**src/rtl/trsc_pkg.sv**
```systemverilog
package trsc_pkg;

   localparam int ROTOR_COUNT = 3;
   localparam int BASE_SIZE   = 27;
   localparam int MAX_SYMBOLS = 64;

   // stepping thresholds on the symbol count
   localparam int STEP_AT_A = 4;
   localparam int STEP_AT_B = 8;
   localparam int STEP_AT_C = 12;
   localparam logic [3:0] COUNT_MAX = 4'd12;

   typedef enum logic [1:0] {
      CFG_MODE      = 2'd0,
      CFG_KEY_ONE   = 2'd1,
      CFG_KEY_TWO   = 2'd2,
      CFG_KEY_THREE = 2'd3
   } cfg_index_type;

   // request kind, carried in tuser
   typedef enum logic {
      ACT_WRITE  = 1'b0,
      ACT_SYMBOL = 1'b1
   } action_type;

   typedef enum logic {
      MODE_ENCRYPT = 1'b0,
      MODE_DECRYPT = 1'b1
   } mode_type;

   typedef logic [5:0] sym_table_type [MAX_SYMBOLS];
   typedef logic [4:0] base_row_type [BASE_SIZE];

   localparam base_row_type BASE_WIRING [ROTOR_COUNT] = '{
      '{5'd18, 5'd10, 5'd22, 5'd15, 5'd21, 5'd24, 5'd20, 5'd17, 5'd8,  5'd1,
        5'd11, 5'd16, 5'd0,  5'd26, 5'd7,  5'd3,  5'd12, 5'd2,  5'd19, 5'd25,
        5'd6,  5'd4,  5'd5,  5'd13, 5'd23, 5'd9,  5'd14},
      '{5'd15, 5'd7,  5'd17, 5'd10, 5'd6,  5'd26, 5'd12, 5'd3,  5'd16, 5'd22,
        5'd1,  5'd4,  5'd24, 5'd14, 5'd2,  5'd23, 5'd11, 5'd25, 5'd0,  5'd5,
        5'd18, 5'd21, 5'd13, 5'd9,  5'd19, 5'd20, 5'd8},
      '{5'd22, 5'd17, 5'd2,  5'd15, 5'd6,  5'd9,  5'd7,  5'd14, 5'd25, 5'd5,
        5'd12, 5'd21, 5'd11, 5'd10, 5'd24, 5'd8,  5'd0,  5'd18, 5'd4,  5'd3,
        5'd26, 5'd23, 5'd19, 5'd20, 5'd13, 5'd16, 5'd1}
   };

   // built-in forward wiring of rotor r for an alphabet of n symbols
   function automatic sym_table_type forward_reset(input int n, input int r);
      sym_table_type t;
      for (int p = 0; p < MAX_SYMBOLS; p++) begin
         t[p] = 6'(p);
         if (p < BASE_SIZE && p < n && int'(BASE_WIRING[r][p]) < n) begin
            t[p] = 6'(BASE_WIRING[r][p]);
         end
      end
      return t;
   endfunction

   // inverse of the built-in wiring; last writer of a value wins
   function automatic sym_table_type inverse_reset(input int n, input int r);
      sym_table_type f;
      sym_table_type t;
      f = forward_reset(n, r);
      for (int p = 0; p < MAX_SYMBOLS; p++) begin
         t[p] = 6'(p);
      end
      for (int p = 0; p < MAX_SYMBOLS; p++) begin
         if (p < n) begin
            t[f[p]] = 6'(p);
         end
      end
      return t;
   endfunction

   // key value reduced into the alphabet
   function automatic sym_table_type key_reduce(input int n);
      sym_table_type t;
      int k;
      for (int v = 0; v < MAX_SYMBOLS; v++) begin
         k = v;
         for (int j = 0; j < MAX_SYMBOLS; j++) begin
            if (k >= n) begin
               k = k - n;
            end
         end
         t[v] = 6'(k);
      end
      return t;
   endfunction

endpackage

```
**src/rtl/three_rotor_substitution_cipher_top.sv**
```systemverilog
// A symbol request passes the three rotor stages and then the output register
// before its response is valid.
// Throughput: one request per cycle while no stall holds the stages; each rotor
// stage does one registered read of its wiring memories per cycle it advances,
// and the three stages plus the output register set the latency. Wiring writes
// give no response and pass down the same stages in order.
// Reset (synchronous): mode, keys, offsets and count clear; per-entry valid bits
// clear so every wiring reads its built-in table again at once, no sweep.
// Both input channels hold ready low while reset is high.
module three_rotor_substitution_cipher_top #(
   parameter int ALPHABET_SIZE = 27
) (
   input  logic        clock,
   input  logic        reset,
   // request channel
   input  logic        req_tvalid,
   output logic        req_tready,
   input  logic [15:0] req_tdata,  // rotor[1:0], position[6:2], symbol[11:7], first[12]
   input  logic        req_tuser,  // action[0]
   // response channel
   output logic        rsp_tvalid,
   input  logic        rsp_tready,
   output logic [7:0]  rsp_tdata,  // out_symbol[4:0]
   output logic        rsp_tuser,  // out_error[0]
   // register write channel
   input  logic        csr_valid,
   output logic        csr_ready,
   input  logic [1:0]  csr_index,
   input  logic [4:0]  csr_wdata
);

   localparam int SW     = (ALPHABET_SIZE > 1) ? $clog2(ALPHABET_SIZE) : 1;
   localparam int ROTORS = trsc_pkg::ROTOR_COUNT;
   localparam int LAST   = ROTORS - 1;
   localparam logic [SW:0] SIZE = (SW + 1)'(ALPHABET_SIZE);

   typedef logic [SW-1:0] sym_type;

   // one item as it travels down the rotor stages
   typedef struct packed {
      logic                     vld;
      logic                     act;      // 1 symbol, 0 wiring write
      logic                     err;
      logic [1:0]               wr_rotor;
      logic                     wr_ok;
      sym_type                  wr_pos;
      sym_type                  wr_sym;
      logic [ROTORS-1:0][SW-1:0] off;
   } item_type;

   localparam trsc_pkg::sym_table_type FWD_RST [ROTORS] = '{
      trsc_pkg::forward_reset(ALPHABET_SIZE, 0),
      trsc_pkg::forward_reset(ALPHABET_SIZE, 1),
      trsc_pkg::forward_reset(ALPHABET_SIZE, 2)
   };
   localparam trsc_pkg::sym_table_type INV_RST [ROTORS] = '{
      trsc_pkg::inverse_reset(ALPHABET_SIZE, 0),
      trsc_pkg::inverse_reset(ALPHABET_SIZE, 1),
      trsc_pkg::inverse_reset(ALPHABET_SIZE, 2)
   };
   localparam trsc_pkg::sym_table_type KEY_MOD = trsc_pkg::key_reduce(ALPHABET_SIZE);

   function automatic sym_type wrap_add(input sym_type a, input sym_type b);
      logic [SW:0] t;
      t = (SW + 1)'(a) + (SW + 1)'(b);
      if (t >= SIZE) begin
         t = t - SIZE;
      end
      return t[SW-1:0];
   endfunction

   function automatic sym_type wrap_sub(input sym_type a, input sym_type b);
      logic [SW:0] t;
      t = (SW + 1)'(a) + SIZE - (SW + 1)'(b);
      if (t >= SIZE) begin
         t = t - SIZE;
      end
      return t[SW-1:0];
   endfunction

   // ---------------------------------------------------------------------
   // configuration and message state
   // ---------------------------------------------------------------------
   logic              mode_ff;
   sym_type           key_ff   [ROTORS];
   sym_type           off_ff   [ROTORS];
   sym_type           off_in   [ROTORS];
   logic [3:0]        count_ff;
   logic [3:0]        count_in;

   // ---------------------------------------------------------------------
   // wiring memories: slot s reads forward rotor s and inverse rotor LAST-s
   // ---------------------------------------------------------------------
   sym_type                  wiring_fwd_ff [ROTORS][ALPHABET_SIZE];
   sym_type                  wiring_inv_ff [ROTORS][ALPHABET_SIZE];
   logic [ALPHABET_SIZE-1:0] fwd_vld_ff    [ROTORS];
   logic [ALPHABET_SIZE-1:0] inv_vld_ff    [ROTORS];
   sym_type                  rd_fwd_ff     [ROTORS];  // indexed by slot
   sym_type                  rd_inv_ff     [ROTORS];  // indexed by slot

   item_type  pipe_ff [1:ROTORS];
   item_type  slot_item [ROTORS];
   sym_type   slot_x    [ROTORS];
   sym_type   fwd_addr  [ROTORS];
   logic      fwd_wr    [ROTORS];
   logic      inv_wr    [ROTORS];

   logic      rsp_vld_ff;
   logic      rsp_vld_in;
   logic [4:0] rsp_sym_ff;
   logic      rsp_err_ff;

   logic      advance;
   logic      accept;
   logic      last_res;
   logic      decrypt;
   item_type  in_item;
   logic [1:0] in_rotor;
   logic [4:0] in_pos;
   logic [4:0] in_sym;
   logic      in_first;
   logic      in_act;
   logic      in_bad;
   logic [3:0] cnt_eff;
   sym_type   base_off [ROTORS];
   sym_type   x_out;

   assign in_rotor = req_tdata[1:0];
   assign in_pos   = req_tdata[6:2];
   assign in_sym   = req_tdata[11:7];
   assign in_first = req_tdata[12];
   assign in_act   = (req_tuser == trsc_pkg::ACT_SYMBOL);
   assign decrypt  = (mode_ff == trsc_pkg::MODE_DECRYPT);

   // Stages move together; a stall only bites when the output register is
   // full, not being taken, and the last stage holds a symbol for it.
   assign last_res   = pipe_ff[ROTORS].vld && pipe_ff[ROTORS].act;
   assign advance    = rsp_tready || !rsp_vld_ff || !last_res;
   assign req_tready = advance && !reset;
   assign accept     = req_tvalid && req_tready;
   assign csr_ready  = !reset;

   // entry stage: restart on first, then step the offsets
   always_comb begin
      in_bad  = int'(in_sym) >= ALPHABET_SIZE;
      cnt_eff = in_first ? 4'd0 : count_ff;
      for (int k = 0; k < ROTORS; k++) begin
         base_off[k] = in_first ? key_ff[k] : off_ff[k];
      end
      off_in[0] = base_off[0];
      if (cnt_eff >= 4'(trsc_pkg::STEP_AT_A)) off_in[0] = wrap_add(off_in[0], sym_type'(1));
      if (cnt_eff >= 4'(trsc_pkg::STEP_AT_B)) off_in[0] = wrap_add(off_in[0], sym_type'(1));
      if (cnt_eff >= 4'(trsc_pkg::STEP_AT_C)) off_in[0] = wrap_add(off_in[0], sym_type'(1));
      off_in[2] = base_off[2];
      if (cnt_eff >= 4'(trsc_pkg::STEP_AT_B)) off_in[2] = wrap_add(off_in[2], sym_type'(1));
      if (cnt_eff >= 4'(trsc_pkg::STEP_AT_C)) off_in[2] = wrap_add(off_in[2], sym_type'(1));
      off_in[1] = base_off[1];
      if (cnt_eff >= 4'(trsc_pkg::STEP_AT_C)) off_in[1] = wrap_add(off_in[1], sym_type'(1));
      count_in = (cnt_eff < trsc_pkg::COUNT_MAX) ? cnt_eff + 4'd1 : cnt_eff;

      in_item.vld      = accept;
      in_item.act      = in_act;
      in_item.err      = in_act && in_bad;
      in_item.wr_rotor = in_rotor;
      in_item.wr_ok    = !in_act && (int'(in_rotor) < ROTORS)
                         && (int'(in_pos) < ALPHABET_SIZE) && !in_bad;
      in_item.wr_pos   = SW'(in_pos);
      in_item.wr_sym   = SW'(in_sym);
      for (int k = 0; k < ROTORS; k++) begin
         in_item.off[k] = off_in[k];
      end
   end

   // per-slot symbol, read address and write enables
   always_comb begin
      slot_item[0] = in_item;
      slot_x[0]    = in_bad ? '0 : SW'(in_sym);
      for (int s = 1; s < ROTORS; s++) begin
         slot_item[s] = pipe_ff[s];
         // decrypt adds the offset of the rotor whose inverse was just read
         slot_x[s] = decrypt ? wrap_add(rd_inv_ff[s-1], pipe_ff[s].off[ROTORS-s])
                             : rd_fwd_ff[s-1];
      end
      for (int s = 0; s < ROTORS; s++) begin
         fwd_addr[s] = wrap_sub(slot_x[s], slot_item[s].off[s]);
         fwd_wr[s]   = advance && slot_item[s].vld && slot_item[s].wr_ok
                       && (slot_item[s].wr_rotor == 2'(s));
         inv_wr[s]   = advance && slot_item[s].vld && slot_item[s].wr_ok
                       && (slot_item[s].wr_rotor == 2'(LAST - s));
      end
   end

   // Each memory is touched at one slot only, so reads and writes keep
   // request order without forwarding.
   for (genvar s = 0; s < ROTORS; s++) begin : g_slot
      always_ff @(posedge clock) begin
         if (advance) begin
            rd_fwd_ff[s] <= fwd_vld_ff[s][fwd_addr[s]] ? wiring_fwd_ff[s][fwd_addr[s]]
                                                     : SW'(FWD_RST[s][6'(fwd_addr[s])]);
            rd_inv_ff[s] <= inv_vld_ff[LAST-s][slot_x[s]]
                            ? wiring_inv_ff[LAST-s][slot_x[s]]
                            : SW'(INV_RST[LAST-s][6'(slot_x[s])]);
         end
         if (fwd_wr[s]) begin
            wiring_fwd_ff[s][slot_item[s].wr_pos] <= slot_item[s].wr_sym;
         end
         if (inv_wr[s]) begin
            wiring_inv_ff[LAST-s][slot_item[s].wr_sym] <= slot_item[s].wr_pos;
         end
      end

      always_ff @(posedge clock) begin
         if (reset) begin
            fwd_vld_ff[s]      <= '0;
            inv_vld_ff[LAST-s] <= '0;
         end else begin
            if (fwd_wr[s]) begin
               fwd_vld_ff[s][slot_item[s].wr_pos] <= 1'b1;
            end
            if (inv_wr[s]) begin
               inv_vld_ff[LAST-s][slot_item[s].wr_sym] <= 1'b1;
            end
         end
      end
   end

   // stage registers and message state
   always_ff @(posedge clock) begin
      if (reset) begin
         for (int s = 1; s <= ROTORS; s++) begin
            pipe_ff[s] <= '0;
         end
         for (int k = 0; k < ROTORS; k++) begin
            off_ff[k] <= '0;
         end
         count_ff <= '0;
      end else begin
         if (advance) begin
            pipe_ff[1] <= in_item;
            for (int s = 1; s < ROTORS; s++) begin
               pipe_ff[s+1] <= pipe_ff[s];
            end
         end
         if (accept && in_act) begin
            for (int k = 0; k < ROTORS; k++) begin
               off_ff[k] <= off_in[k];
            end
            count_ff <= count_in;
         end
      end
   end

   // register writes; keys are stored already reduced into the alphabet
   always_ff @(posedge clock) begin
      if (reset) begin
         mode_ff <= trsc_pkg::MODE_ENCRYPT;
         for (int k = 0; k < ROTORS; k++) begin
            key_ff[k] <= '0;
         end
      end else if (csr_valid) begin
         unique case (trsc_pkg::cfg_index_type'(csr_index))
            trsc_pkg::CFG_MODE:      mode_ff   <= csr_wdata[0];
            trsc_pkg::CFG_KEY_ONE:   key_ff[0] <= SW'(KEY_MOD[6'(csr_wdata)]);
            trsc_pkg::CFG_KEY_TWO:   key_ff[1] <= SW'(KEY_MOD[6'(csr_wdata)]);
            trsc_pkg::CFG_KEY_THREE: key_ff[2] <= SW'(KEY_MOD[6'(csr_wdata)]);
         endcase
      end
   end

   // output register
   assign x_out = decrypt ? wrap_add(rd_inv_ff[LAST], pipe_ff[ROTORS].off[0])
                          : rd_fwd_ff[LAST];

   always_comb begin
      if (advance && last_res) begin
         rsp_vld_in = 1'b1;
      end else if (rsp_tready) begin
         rsp_vld_in = 1'b0;
      end else begin
         rsp_vld_in = rsp_vld_ff;
      end
   end

   always_ff @(posedge clock) begin
      if (reset) begin
         rsp_vld_ff <= 1'b0;
      end else begin
         rsp_vld_ff <= rsp_vld_in;
      end
   end

   always_ff @(posedge clock) begin
      if (advance && last_res) begin
         rsp_sym_ff <= pipe_ff[ROTORS].err ? 5'd0 : 5'(x_out);
         rsp_err_ff <= pipe_ff[ROTORS].err;
      end
   end

   assign rsp_tvalid = rsp_vld_ff;
   assign rsp_tdata  = {3'b000, rsp_sym_ff};
   assign rsp_tuser  = rsp_err_ff;

   // ---------------------------------------------------------------------
   // assertions
   // ---------------------------------------------------------------------
   a_ready_when_empty: assert property (@(posedge clock) disable iff (reset)
      !rsp_vld_ff |-> req_tready)
      else $error("request stalled with empty output register");

   a_count_saturates: assert property (@(posedge clock) disable iff (reset)
      count_ff <= trsc_pkg::COUNT_MAX)
      else $error("symbol count above saturation");

   a_offsets_in_range: assert property (@(posedge clock) disable iff (reset)
      (int'(off_ff[0]) < ALPHABET_SIZE) && (int'(off_ff[1]) < ALPHABET_SIZE)
      && (int'(off_ff[2]) < ALPHABET_SIZE))
      else $error("rotor offset outside alphabet");

   a_first_restarts: assert property (@(posedge clock) disable iff (reset)
      (req_tvalid && req_tready && (req_tuser == trsc_pkg::ACT_SYMBOL) && req_tdata[12])
      |=> (count_ff == 4'd1))
      else $error("first symbol did not restart the count");

   a_error_zero: assert property (@(posedge clock) disable iff (reset)
      (advance && last_res && pipe_ff[ROTORS].err) |=> (rsp_sym_ff == 5'd0))
      else $error("invalid symbol gave nonzero code");

endmodule
```
**config.mk**
```make
export PLATFORM = sky130hd
export DESIGN_NAME = three_rotor_substitution_cipher_top
export DESIGN_NICKNAME = d
export VERILOG_FILES = /design/src/rtl/trsc_pkg.sv /design/src/rtl/three_rotor_substitution_cipher_top.sv
export SDC_FILE = /design/constraint.sdc
export NUM_CORES = 2
export LEC_CHECK = 0
export BUFFER_PORTS_ARGS = -buffer_cell sky130_fd_sc_hd__buf_2
export CAP_MARGIN = 0
export CORE_MARGIN = 5
export CORE_UTILIZATION = 40
export CTS_BUF_LIST = sky130_fd_sc_hd__clkbuf_16
export DETAILED_ROUTE_END_ITERATION = 6
export PLACE_DENSITY_LB_ADDON = 0.1
export SLEW_MARGIN = 15
export SYNTH_ARGS = -nofsm -noshare
export SYNTH_HDL_FRONTEND = slang
export SYNTH_SLANG_ARGS = --single-unit
export TNS_END_PERCENT = 20
```
**constraint.sdc**
```tcl
create_clock -name clock -period 22.7 [get_ports clock]
set_clock_uncertainty 0.2 [all_clocks]
set_input_delay 1.135 -clock clock [delete_from_list [all_inputs] [get_ports clock]]
set_output_delay 1.135 -clock clock [all_outputs]
set_load 0.01 [all_outputs]
```
==> impl_metrics.sql <==
INSERT INTO impl_metrics (metric_group, metric, value, unit) VALUES
('power', 'cellLeakagePower', '20.7', 'nW'),
('timing', 'fin_setup_tns', '0', 'ns'),
('drt', 'drt_pass1_iterations', '5', ''),
('drt', 'vias', '32900', ''),
('floorplan', 'std_cell_rows', '132', ''),
('power', 'switching_power', '0.00391', 'W'),
('power', 'ir_drop', '0.316', 'mV'),
('clocking', 'tritoncts.num_buffers', '119', ''),
('synth', 'multiplexer_share_of_the_synthesized_area', '0.0678', ''),
('worst_setup_path', 'cp_common_cell', 'sky130_fd_sc_hd__inv_1', ''),
('global_route', 'grt_max_degree', '84', ''),
('drt', 'routed_wire_length_per_instance', '21.6', 'µm'),
('clocking', 'cts.hold.buffers_added', '0', ''),
('drt', 'drt-total-wl', '131000', 'µm'),
('worst_setup_path', 'endpoint_kind', 'flop', ''),
('cells_and_area', 'nNetsFinal', '4365', ''),
('synth', 'synth-seq-area-share', '0.637', ''),
('synth', 'syn-mean-instance-area', '12.2', 'µm²'),
('synth', 'asyncSetResetFlopFracSynth', '0', ''),
('synth', 'synth.ff_latch_count', '1114', ''),
('clocking', 'post_cts_buffers', '0', ''),
('place', 'place.gp.congestion', '0.795', ''),
('global_route', 'grt_first_pass_wirelength', '202000', 'µm'),
('place', 'placedInstanceArea', '54000', 'µm²'),
('power', 'share_comb_of_total_power', '0.533', ''),
('cells_and_area', 'fill_cells', '11965', ''),
('worst_setup_path', 'worst_ep_arrival_time', '12.97', 'ns'),
('drt', 'vias_per_cell', '5.43', ''),
('global_route', 'globalRouteOverflowTotal', '0', ''),
('clocking', 'ctsRootBufferMaster', 'sky130_fd_sc_hd__clkbuf_16', ''),
('floorplan', 'initial_utilization', '0.402', ''),
('worst_setup_path', 'critPathLaunchType', 'input pin', ''),
('synth', 'synth.cell_area', '52000', 'µm²'),
('synth', 'simple_gate_fraction_of_synth_area', '0.131', ''),
('floorplan', 'die_height', '370', 'µm'),
('clocking', 'clkSinkCount', '1114', ''),
('power', 'share_seq_of_total_power', '0.263', ''),
('hold_path', 'min_delay_worst_type', 'reg -> reg', ''),
('synth', 'synth_cell_type_count', '97', ''),
('power', 'power.share.clock', '0.204', ''),
('synth', 'synth_compound_area_frac', '0.0954', ''),
('global_route', 'via_count_of_the_first_global_routing_pass', '32576', ''),
('timing', 'slew_headroom', '0.319', ''),
('floorplan', 'pin_count', '41', ''),
('clocking', 'cts_max_path_buffers', '3', ''),
('drt', 'drt_iter0_markers', '2614', ''),
('power', 'power_switching_share', '0.431', ''),
('drt', 'drcViolationCount', '0', ''),
('timing', 'layout_worst_path_cycle_share', '0.554', ''),
('drt', 'routed-wl-met2', '63200', 'µm'),
('status', 'run_status', 'completed', ''),
('place', 'dpl.cell_count', '5842', ''),
('cells_and_area', 'fraction_of_layout_cells_with_a_size_suffix_above_1', '0.104', ''),
('clocking', 'htree_num_levels', '3', ''),
('cells_and_area', 'stdcell_area', '57700', 'µm²'),
('worst_setup_path', 'critical_path.max_stage_delay', '0.84', 'ns'),
('floorplan', 'dieWidth', '370', 'µm'),
('timing', 'final_max_slew_viol_count', '0', ''),
('timing', 'worst_slew_pin_slew', '1.02', 'ns'),
('timing', 'report.final.setup_viol', '0', ''),
('drt', 'detailroute.wirelength.met3', '5470', 'µm'),
('global_route', 'initial_antenna_violation_count', '5', ''),
('place', 'io_buffers', '34', ''),
('clocking', 'clk_transition_reported_paths', '0.06', 'ns'),
('place', 'dp_hpwl', '80300', 'µm'),
('synth', 'synth_largest_area_cell', 'sky130_fd_sc_hd__edfxtp_1', ''),
('worst_setup_path', 'worstPathRequired', '23.09', 'ns'),
('timing', 'rsz0062_at_grt', 'no', ''),
('power', 'cellPowerDensity', '157', 'nW/µm²'),
('worst_setup_path', 'worst-setup-path-type', 'in -> reg', ''),
('worst_setup_path', 'cp_slowest_cell', 'sky130_fd_sc_hd__a31oi_1', '');
final cells by class:
type | count | area (µm²) | area share
multi-input combinational | 2749 | 17400 | 0.302
clock buffer | 121 | 3030 | 0.0525
clock inverter | 97 | 671 | 0.0116
sequential | 1114 | 33100 | 0.574
tap | 1742 | 2180 | 0.0378
inverter | 120 | 455 | 0.00789
antenna | 4 | 10.0 | 0.000173
timing repair buffer | 117 | 796 | 0.0138
routing by layer:
metal | vias to the layer above | track usage
met2 | 677 | 0.313
met5 | - | 0
met3 | 176 | 0.0280
met1 | 16297 | 0.265
met4 | 0 | 0.0466
li1 | 15750 | -
flip-flops by register name (all words and copies together), names as in the netlist, 4 cells and up:
signal         flops
fwd_vld_ff        81
rd_inv_ff         15
pipe_ff           70
rsp_sym_ff         5
wiring_fwd_ff    405
inv_vld_ff        81
wiring_inv_ff    405
off_ff            15
key_ff            15
rd_fwd_ff         15
count_ff           4
power by group through the flow:
stage / registers, W / clock network, W / logic (W)
global placement: 0.00243 / 0 / 0.00492
detailed placement: 0.00243 / 0 / 0.00492
finish: 0.00239 / 0.00185 / 0.00483
floorplan: 0.00243 / 0 / 0.00337
global route: 0.00239 / 0.00198 / 0.00532
CTS: 0.00239 / 0.00190 / 0.00494
path summary, 6_finish.rpt:
kind / from / end / slack (ns) / cells past startpoint
worst max-delay path: req_tdata[12] / rd_fwd_ff[0][3] / 10.12 / 47
worst min-delay path: decrypt / decrypt / 0.26 / 2
worst max register to register: off_ff[0][2] / rd_fwd_ff[0][3] / 10.81 / 46
worst min register to register: decrypt / decrypt / 0.26 / 2
logic make-up after synthesis:
logic type,Yosys count
XOR/XNOR,56
flip-flops,1114
multiplexers,244
AO/OA/AOI/OAI,768
other,1
buffers and inverters,398
adder cells (fa/ha/maj),115
AND/OR/NAND/NOR,1563
cells in the mapped netlist, drive strengths merged, types with 9 or more instances:
cell type / count
a311oi: 61
xnor2: 38
a21o: 19
inv: 116
a21oi: 185
a211oi: 43
mux2i: 134
mux4: 83
nor2b: 34
a31oi: 53
nand2b: 15
o211ai: 21
clkbuf: 218
o221ai: 27
buf: 60
or2: 9
nand3b: 10
nor2: 386
nand2: 699
a22oi: 12
edfxtp: 1081
o21a: 22
dfxtp: 33
o22ai: 35
and2: 18
nand3: 179
xor2: 18
and3: 100
o21ai: 204
mux2: 27
ha: 109
nor3: 73
placed cells by master, fill, tap and decap left out, drive strengths merged, types with 33 or more instances in the layout:
master  netlist  layout
clkinv        4      51
and3        100     100
nor3         73      73
buf          60     117
a211oi       43      43
mux4         83      83
nand3       179     179
mux2i       134     134
nand2       699     699
dfxtp        33      33
clkbuf      218     121
xnor2        38      38
ha          109     109
nor2        386     386
a311oi       61      61
a21oi       185     185
inv         116     156
a31oi        53      53
o22ai        35      35
edfxtp     1081    1081
nor2b        34      34
o21ai       204     204
worst max-delay path, delay by kind of cell:
family,cells,cell delay (ns)
fa+ha+maj,6,1.70
buf+inv,9,2.00
simple gates,11,2.25
compound gates,16,3.85
xor+xnor,2,0.83
mux,3,1.15
through the flow:
stage                     power, W  setup WS (ns)  hold WS [ns]   util
after floorplan            0.00580          11.27         0.235      -
after global placement     0.00735           9.43         0.244  0.418
after detailed placement   0.00735           9.39         0.251  0.418
after CTS                  0.00923          10.18         0.259  0.446
after global routing       0.00970           9.10         0.282  0.446
final                      0.00907          10.12         0.259  0.446
(Power assumes the default switching activity.)
